**config.mk**
```make
export PLATFORM = sky130hd
export DESIGN_NAME = rtotw_front
export DESIGN_NICKNAME = d
export VERILOG_FILES = /design/src/rtl/core/rtotw_pkg.sv /design/src/rtl/core/rtotw_front.sv
export SDC_FILE = /design/constraint.sdc
export NUM_CORES = 1
export LEC_CHECK = 0
export BUFFER_PORTS_ARGS = -buffer_cell sky130_fd_sc_hd__buf_2
export CORE_MARGIN = 5
export CORE_UTILIZATION = 40
export CTS_CLUSTER_DIAMETER = 60
export CTS_CLUSTER_SIZE = 8
export DETAILED_ROUTE_END_ITERATION = 10
export SLEW_MARGIN = 20
export SYNTH_ARGS = -nofsm -noshare
export SYNTH_HDL_FRONTEND = slang
export SYNTH_SLANG_ARGS = --single-unit
```
**constraint.sdc**
```tcl
create_clock -name clock -period 28.5 [get_ports clock]
set_clock_uncertainty 0.05 [all_clocks]
set_input_delay 2.85 -clock clock [delete_from_list [all_inputs] [get_ports clock]]
set_output_delay 2.85 -clock clock [all_outputs]
set_load 0.03 [all_outputs]
```
**src/rtl/core/rtotw_pkg.sv**
```systemverilog
// package: types, constants and codes for the 2-opt route block
package rtotw_pkg;

   localparam int TOWNS = 64;
   localparam int TOWN_W = 6;
   localparam int TIME_W = 40;
   localparam int SUM_W = 42;
   localparam int DEF_MAX_STOPS = 64;
   localparam int LEN_W = 7;
   localparam int ADDR_W = 5;
   localparam int QUEUE_DEPTH = 2;

   localparam logic [1:0] OP_TRAVEL = 2'd0;
   localparam logic [1:0] OP_STOP = 2'd1;
   localparam logic [1:0] OP_RUN = 2'd2;
   localparam logic [1:0] OP_NONE = 2'd3;

   localparam logic [ADDR_W-1:0] REG_LENGTH = 5'h00;
   localparam logic [ADDR_W-1:0] REG_START = 5'h08;
   localparam logic [ADDR_W-1:0] REG_END = 5'h10;

   typedef struct packed {
      logic [1:0] operation;
      logic [TOWN_W-1:0] town_a;
      logic [TOWN_W-1:0] town_b;
      logic [TIME_W-1:0] travel_time;
      logic [TOWN_W-1:0] position;
      logic [TOWN_W-1:0] stop_town;
      logic [TIME_W-1:0] window_start;
      logic [TIME_W-1:0] window_end;
      logic [TIME_W-1:0] service_time;
   } req_type;

   typedef struct packed {
      logic [TOWN_W-1:0] position_res;
      logic [TOWN_W-1:0] stop_town_res;
      logic [TIME_W-1:0] best_time;
      logic feasible;
      logic [TIME_W-1:0] updated_start_time;
      logic last;
   } rsp_type;

   typedef enum logic [3:0] {
      ST_IDLE,
      ST_EXEC,
      ST_EV_FIRST,
      ST_EV_LEG,
      ST_EV_LEG2,
      ST_EV_RET,
      ST_EV_RET2,
      ST_DECIDE,
      ST_BUILD,
      ST_COPY,
      ST_EMIT
   } back_state_type;

endpackage

```
**src/rtl/core/rtotw_front.sv**
```systemverilog
// front part: takes items, drops unused codes and queues the rest
module rtotw_front (
   input  logic clock,
   input  logic reset,
   input  logic req_valid,
   output logic req_ready,
   input  rtotw_pkg::req_type req_data,
   output logic q_valid,
   input  logic q_ready,
   output rtotw_pkg::req_type q_data
);
   import rtotw_pkg::*;

   req_type q_mem [QUEUE_DEPTH];
   logic q_wp_ff, q_wp_in, q_rp_ff, q_rp_in;
   logic [1:0] q_cnt_ff, q_cnt_in;
   logic push, pop, keep;

   assign req_ready = (q_cnt_ff != 2'(QUEUE_DEPTH));
   assign keep = (req_data.operation == OP_TRAVEL) || (req_data.operation == OP_STOP)
      || (req_data.operation == OP_RUN);
   assign push = req_valid && req_ready && keep;
   assign q_valid = (q_cnt_ff != 2'd0);
   assign pop = q_valid && q_ready;
   assign q_data = q_mem[q_rp_ff];
   assign q_wp_in = push ? ~q_wp_ff : q_wp_ff;
   assign q_rp_in = pop ? ~q_rp_ff : q_rp_ff;
   assign q_cnt_in = q_cnt_ff + 2'(push) - 2'(pop);

   always_ff @(posedge clock) begin
      if (reset) begin
         q_wp_ff <= 1'b0;
         q_rp_ff <= 1'b0;
         q_cnt_ff <= 2'd0;
      end else begin
         q_wp_ff <= q_wp_in;
         q_rp_ff <= q_rp_in;
         q_cnt_ff <= q_cnt_in;
      end
   end

   always_ff @(posedge clock) begin
      if (push) begin
         q_mem[q_wp_ff] <= req_data;
      end
   end
endmodule

```
==> results of run 1 <==
how the worst min path moves through the flow:
stage	from	end
2_1_floorplan	q_rp_ff	flop
3_5_place_dp	q_rp_ff	flop
4_1_cts	q_rp_ff	flop
3_3_place_gp	q_rp_ff	q_rp_ff
6_report	q_rp_ff	q_rp_ff
5_1_grt	q_rp_ff	flop
flip-flops by register name, indices dropped and copies added, names as in the netlist, named ones only:
signal    cells
q_wp_ff       1
q_rp_ff       1
q_cnt_ff      2
q_mem       372
critical path, stage by stage (launching register included):
cell                      delay [ps]
sky130_fd_sc_hd__dfxtp_4         800
sky130_fd_sc_hd__buf_4           880
sky130_fd_sc_hd__mux2_1          410
sky130_fd_sc_hd__buf_2           190
cell type report:
class                           count  share of cell area
Tap cell                          448              0.0320
Sequential cell                   377               0.644
Clock buffer                       66              0.0810
Multi-Input combinational cell    212               0.131
Clock inverter                      3             0.00107
Timing Repair Buffer              384               0.111
Antenna cell                        4            0.000572
stage by stage:
stage / instances / setup WS (ps) / utilization / power [mW] / hold slack, ps
floorplan: 610 / 16840 / - / 0.939 / 422
global placement: 1421 / 22770 / 0.478 / 1.04 / 439
detailed placement: 1421 / 22790 / 0.478 / 1.04 / 449
CTS: 1490 / 22570 / 0.520 / 1.59 / 462
global route: 1494 / 22500 / 0.521 / 1.63 / 487
finish: 1494 / 22680 / 0.521 / 1.56 / 458
synth_stat cells:
cell type,n
sky130_fd_sc_hd__a21oi_1,2
sky130_fd_sc_hd__buf_2,20
sky130_fd_sc_hd__clkbuf_1,1
sky130_fd_sc_hd__ha_1,1
sky130_fd_sc_hd__nor2_1,6
sky130_fd_sc_hd__and3_1,1
sky130_fd_sc_hd__xor2_1,2
sky130_fd_sc_hd__nand3_1,1
sky130_fd_sc_hd__or2_1,1
sky130_fd_sc_hd__mux2_1,186
sky130_fd_sc_hd__and2b_1,1
sky130_fd_sc_hd__edfxtp_1,372
sky130_fd_sc_hd__a211oi_1,1
sky130_fd_sc_hd__o21ai_0,1
sky130_fd_sc_hd__mux2_4,1
sky130_fd_sc_hd__nand2_1,3
sky130_fd_sc_hd__dfxtp_1,5
sky130_fd_sc_hd__or3_1,1
sky130_fd_sc_hd__nor2b_1,1
sky130_fd_sc_hd__a21boi_4,1
sky130_fd_sc_hd__nor2b_4,1
sky130_fd_sc_hd__nand2b_1,1
layer usage:
layer,share of wire,vias up,global-route usage
li1,-,3266,-
met1,0.40,3467,0.179
met2,0.49,260,0.241
met3,0.086,53,0.0547
met4,0.024,2,0.0539
met5,0.00046,-,0
power breakdown:
group	total (mW)	switching, mW	leakage (nW)	internal (mW)
clock network	0.542	0.202	0.703	0.340
logic	0.334	0.233	2.34	0.101
registers	0.687	0.0169	3.49	0.670
cell families after synthesis:
kind of cell | synth area share
AND/OR/NAND/NOR | 0.00669
adder cells (fa/ha/maj) | 0.000917
AO/OA/AOI/OAI | 0.00303
flip-flops | 0.826
multiplexers | 0.155
XOR/XNOR | 0.00128
buffers and inverters | 0.00761
placed cells by master (no fill, tap or decap), drive strengths merged, types with 2 or more instances in the layout:
cell type,synthesis,final
clkbuf,1,66
a21oi,2,2
nor2,6,6
dfxtp,5,5
nor2b,2,2
xor2,2,2
clkinv,0,2
diode,0,4
mux2,187,187
edfxtp,372,372
nand2,3,3
buf,20,384
==> impl_table.tex, run 1 <==
\begin{tabular}{lr}
\hline
Metric & Value \\
\hline
\multicolumn{2}{l}{\textbf{Clocking}} \\
Number of clock sinks seen by CTS & 377 \\
Number of H-tree branching levels & 2 \\
CTS Hold Bufs & 0 \\
Number of gates resized after cts & 0 \\
Setup fix buffers added after clock tree synthesis & 0 \\
Max Root-Sink Buffers & 3 \\
Clock transition at the registers of the reported paths & around 50 ps \\
Source-to-sink clock delay at the later pin of the worst-skew pair & 540 ps \\
Root buffer cell & sky130\_fd\_sc\_hd\_\_clkbuf\_16 \\
Clock tree from TritonCTS & yes \\
TritonCTS buffer count & 53 \\
\multicolumn{2}{l}{\textbf{Worst setup path}} \\
Reg-to-Reg Start & q\_cnt\_ff[0] \\
Endpoint of the lowest-slack register-to-register path & q\_mem[0][121] \\
Largest driver fanout on the critical path & between 70 and 80 \\
Endpoint arrival time on the critical path & just under 3000 ps \\
Required arrival time at the worst endpoint & approximately 26000 ps \\
Setup slack on the worst flop-to-flop path & around 26000 ps \\
Crit. End Element & primary output \\
Critical Path Source Type & flop \\
Type of the worst setup path & reg -> out \\
Timing endpoint of the critical path & q\_data[63] \\
Count of cells along the worst register-to-register path & 5 \\
\multicolumn{2}{l}{\textbf{Floorplan}} \\
DIE AREA & 37900 µm² \\
Total core area & about 34000 µm² \\
Cell row count & 67 \\
DIE HEIGHT & 195 µm \\
Number of top-level design ports & between 300 and 400 \\
Effective utilization at floorplan & 0.406 \\
Chip width & between 150 and 200 µm \\
\multicolumn{2}{l}{\textbf{Cells and area}} \\
Multi-input gate area & 2280 µm² \\
Sequential standard cell area & about 11000 µm² \\
Area of all placed cells without fillers & approximately 18000 µm² \\
Net count, final & roughly 1200 \\
Area added between synthesis and finish & 28.3\% \\
Filler cells & roughly 2800 \\
Fraction of layout cells with a size suffix above 1 & 0.430 \\
\multicolumn{2}{l}{\textbf{Route}} \\
Iteration count of the initial detailed-routing pass & 4 \\
Detailed Route WL & approximately 29000 µm \\
DRC & 0 \\
Initial drt markers & between 200 and 300 \\
Detailed-route wire length per cell & approximately 19 µm \\
Post-DRT Antenna Nets & 0 \\
Via-per-instance ratio & around 4.7 \\
Via count & 7048 \\
\multicolumn{2}{l}{\textbf{STA}} \\
Final critical-path required period & 5820 ps \\
Top achievable clock speed & around 170 MHz \\
Slew HR & 0.326 \\
Count of endpoints failing hold in the final timing report & 0 \\
Number of setup violations in the final report & 0 \\
Fin crit share & 0.204 \\
Slew Limit Fails & 0 \\
Setup TNS & 0 ps \\
Actual transition at the worst max-transition pin & between 1000 and 1500 ps \\
Setup repair after global routing missed its margin & false \\
\multicolumn{2}{l}{\textbf{Yosys}} \\
Distinct cell type count of the synthesized netlist & 22 \\
Warning count from the yosys run & 0 \\
Sequential area share after synthesis & 0.826 \\
Post-synthesis cell type with the largest combined area & sky130\_fd\_sc\_hd\_\_edfxtp\_1 \\
Syn Nets & about 800 \\
Share of the synthesized area in the top cell type & 0.819 \\
Combined area of all synthesized cells & $\sim$14000 µm² \\
Yosys reg bits & roughly 380 \\
Post-Syn Instances & just over 600 \\
Synth Area per Inst & between 20 and 25 µm² \\
Top cells by area in the synthesized netlist & sky130\_fd\_sc\_hd\_\_edfxtp\_1 (82\%), sky130\_fd\_sc\_hd\_\_mux2\_1 (15\%), sky130\_fd\_sc\_hd\_\_buf\_2 (0.73\%), sky130\_fd\_sc\_hd\_\_dfxtp\_1 (0.73\%), sky130\_fd\_sc\_hd\_\_nor2\_1 (0.17\%) \\
\multicolumn{2}{l}{\textbf{Global route}} \\
First-pass GRT wire length & 43500 µm \\
Leftover overflow at the end of global routing & 0 \\
Maximum number of pins on one net before global-route repair & 72 \\
Initial antenna violation count & 5 \\
Via count of the first global-routing pass & 7514 \\
Overall global routing resource usage & 0.147 \\
\multicolumn{2}{l}{\textbf{Place}} \\
Port buffer count & 377 \\
Dpl cell area & between 15000 and 20000 µm² \\
Final RePlAce weighted congestion & $\sim$0.75 \\
DP HPWL & around 19000 µm \\
\multicolumn{2}{l}{\textbf{Job}} \\
Number of max-cap violations & 0 \\
\multicolumn{2}{l}{\textbf{Pwr}} \\
Power density over cell area & about 90 nW/µm² \\
Standby leakage power & roughly 6.5 nW \\
Worst supply voltage drop on vdd & about 0.054 mV \\
\multicolumn{2}{l}{\textbf{Min path}} \\
Classification of the worst-slack hold path & reg -> reg \\
Cell depth of the worst hold path & 2 \\
\multicolumn{2}{l}{\textbf{Outcome}} \\
Status & completed \\
\hline
\end{tabular}
Power figures use the tool's default switching activity.
==> run 2, diff against run 1 <==
Settings changed: PLACE_DENSITY from default to 0.66.
Clock period 28.5 ns to 4.8 ns, I/O delays scaled along.
==> run 2 against run 1 <==
Effect of this change: sequential cell count stayed put; final cell count rose by 0.74%; setup slack worse by 21000 ps; design area grew 0.57%; combinational power grew to 5.9 times the previous value; global-route usage decreased by 0.46 points; clock power rose to 6.0 times the previous value; die area stayed put; largest power group unchanged; non-clock buffer count down 1; worst hold slack worse by 380 ps; highest routed layer is now met4; sequential power grew to 6.0 times the previous value; largest cell class unchanged; first-iteration DRC count decreased by 5.7%.
==> impl_table.tex, run 2 (synthesis gave the netlist of run 1 again) <==
\begin{tabular}{lr}
\hline
Metric & Value \\
\hline
\multicolumn{2}{l}{\textbf{Worst setup path}} \\
Largest driver fanout on the critical path & 64 \\
Type of the worst setup path & reg -> out \\
Crit. End Element & primary output \\
Crit path largest cell delay & about 940 ps \\
Critical Path, Cell by Cell & buf\_12 -> mux2\_1 -> buf\_2 \\
Reg-to-Reg Start & q\_cnt\_ff[0] \\
Required arrival time at the worst endpoint & 4270 ps \\
Count of buffer and inverter cells on the critical path & 2 \\
Kind of cell with the highest combined delay on the critical path & flip-flops \\
Critical Path Source Type & flop \\
Slowest cell on crit path & sky130\_fd\_sc\_hd\_\_dfxtp\_4 \\
Endpoint arrival time on the critical path & 2590 ps \\
\multicolumn{2}{l}{\textbf{Pwr}} \\
Power density over cell area & roughly 530 nW/µm² \\
Standby leakage power & 6.55 nW \\
Worst supply voltage drop on vdd & roughly 0.48 mV \\
\multicolumn{2}{l}{\textbf{Cells and area}} \\
Fraction of layout cells with a size suffix above 1 & 0.424 \\
Flip-flop count of the largest register after layout & 372 \\
Most used cells in the layout excluding fill and tap cells & sky130\_fd\_sc\_hd\_\_buf\_2 (377), sky130\_fd\_sc\_hd\_\_edfxtp\_1 (372), sky130\_fd\_sc\_hd\_\_mux2\_1 (186), sky130\_fd\_sc\_hd\_\_clkbuf\_16 (55), sky130\_fd\_sc\_hd\_\_clkbuf\_1 (22) \\
Sequential standard cell area & 11300 µm² \\
Largest registers ranked by flip-flop count & q\_mem (372), q\_cnt\_ff (2) \\
Filler cells & 2690 \\
Register bank with the most flops & q\_mem \\
Commonest non-fill, non-tap cell in the layout & sky130\_fd\_sc\_hd\_\_buf\_2 \\
Multi-input gate area & 2280 µm² \\
Area of all placed cells without fillers & between 15000 and 20000 µm² \\
Net count, final & $\sim$1200 \\
Area added between synthesis and finish & 29.0\% \\
\multicolumn{2}{l}{\textbf{STA}} \\
Top achievable clock speed & about 320 MHz \\
Slew Limit Fails & 0 \\
Setup TNS & 0 ps \\
Fin crit share & 0.650 \\
Count of endpoints failing hold in the final timing report & 0 \\
Final critical-path required period & between 3000 and 4000 ps \\
Slew HR & 0.367 \\
Actual transition at the worst max-transition pin & between 900 and 1000 ps \\
Setup repair after global routing missed its margin & false \\
Number of setup violations in the final report & 0 \\
\multicolumn{2}{l}{\textbf{Place}} \\
Dpl cell area & between 15000 and 20000 µm² \\
DP HPWL & approximately 19000 µm \\
Port buffer count & 377 \\
Final RePlAce weighted congestion & 0.750 \\
\multicolumn{2}{l}{\textbf{Clocking}} \\
Number of gates resized after cts & 0 \\
CTS Hold Bufs & 0 \\
Number of clock sinks seen by CTS & approximately 380 \\
Max Root-Sink Buffers & 3 \\
Clock tree from TritonCTS & yes \\
Source-to-sink clock delay at the later pin of the worst-skew pair & 530 ps \\
TritonCTS buffer count & 53 \\
Number of H-tree branching levels & 2 \\
Setup fix buffers added after clock tree synthesis & 0 \\
Root buffer cell & sky130\_fd\_sc\_hd\_\_clkbuf\_16 \\
Clock transition at the registers of the reported paths & roughly 50 ps \\
\multicolumn{2}{l}{\textbf{Route}} \\
Detailed Route WL & between 20000 and 30000 µm \\
Iteration count of the initial detailed-routing pass & 4 \\
Via-per-instance ratio & roughly 4.7 \\
Initial drt markers & 250 \\
Via count & 7062 \\
DRC & 0 \\
Detailed-route wire length per cell & roughly 19 µm \\
Post-DRT Antenna Nets & 0 \\
\multicolumn{2}{l}{\textbf{Floorplan}} \\
DIE HEIGHT & between 150 and 200 µm \\
DIE AREA & approximately 38000 µm² \\
Chip width & 195 µm \\
Cell row count & 67 \\
Effective utilization at floorplan & 0.406 \\
Number of top-level design ports & $\sim$380 \\
Total core area & around 34000 µm² \\
\multicolumn{2}{l}{\textbf{Global route}} \\
Via count of the first global-routing pass & about 7700 \\
Maximum number of pins on one net before global-route repair & between 100 and 150 \\
Initial antenna violation count & 6 \\
First-pass GRT wire length & $\sim$43000 µm \\
Overall global routing resource usage & 0.142 \\
Leftover overflow at the end of global routing & 0 \\
\multicolumn{2}{l}{\textbf{Min path}} \\
Classification of the worst-slack hold path & in -> reg \\
Beginning of the worst hold path & req\_data[108] \\
\multicolumn{2}{l}{\textbf{Outcome}} \\
Status & completed \\
\multicolumn{2}{l}{\textbf{Job}} \\
Number of max-cap violations & 0 \\
\hline
\end{tabular}
==> run 2: power by group <==
| part | total [mW] | leakage, nW | internal, mW | switching (mW) |
|---|---|---|---|---|
| combinational | 1.97 | 2.35 | 0.618 | 1.35 |
| sequential | 4.09 | 3.49 | 3.97 | 0.119 |
| clock | 3.27 | 0.712 | 2.06 | 1.22 |
==> run 2: per-stage QoR <==
| step | power [mW] | cells | utilization | worst slack [ps] | hold WS, ps |
|---|---|---|---|---|---|
| 2_1_floorplan | 5.52 | 610 | - | 643 | 422 |
| 3_3_place_gp | 6.14 | 1420 | 0.479 | 2220 | 436 |
| 3_5_place_dp | 6.16 | 1420 | 0.479 | 2240 | 444 |
| 5_1_grt | 9.75 | 1505 | 0.524 | 1560 | 48.0 |
| 6_report | 9.34 | 1505 | 0.524 | 1680 | 80.3 |
| 4_1_cts | 9.48 | 1499 | 0.523 | 1650 | 45.5 |
==> run 2: final cells by class <==
class / count / share of cell area
Multi-Input combinational cell: 212 / 0.130
Antenna cell: 6 / 0.000853
Tap cell: 448 / 0.0318
Timing Repair Buffer: 383 / 0.113
Clock buffer: 77 / 0.0829
Sequential cell: 377 / 0.640
Clock inverter: 2 / 0.000995
==> run 2: worst paths after layout <==
check             slack (ps)       endpoint  depth (start not counted)
setup / recovery        1680    q_data[107]                          3
hold / removal            80  q_mem[1][108]                          1
hold reg to reg          470        q_rp_ff                          2
setup reg to reg        2470   q_mem[1][58]                          3
==> run 2: routing by layer <==
metal | up-vias | share of wire | GRT usage | routed length (µm)
met3 | 50 | 0.084 | 0.0500 | 2340
li1 | 3268 | - | - | -
met5 | - | 0 | 0 | 0
met1 | 3465 | 0.39 | 0.171 | 11000
met2 | 279 | 0.49 | 0.236 | 13800
met4 | 0 | 0.028 | 0.0557 | 777
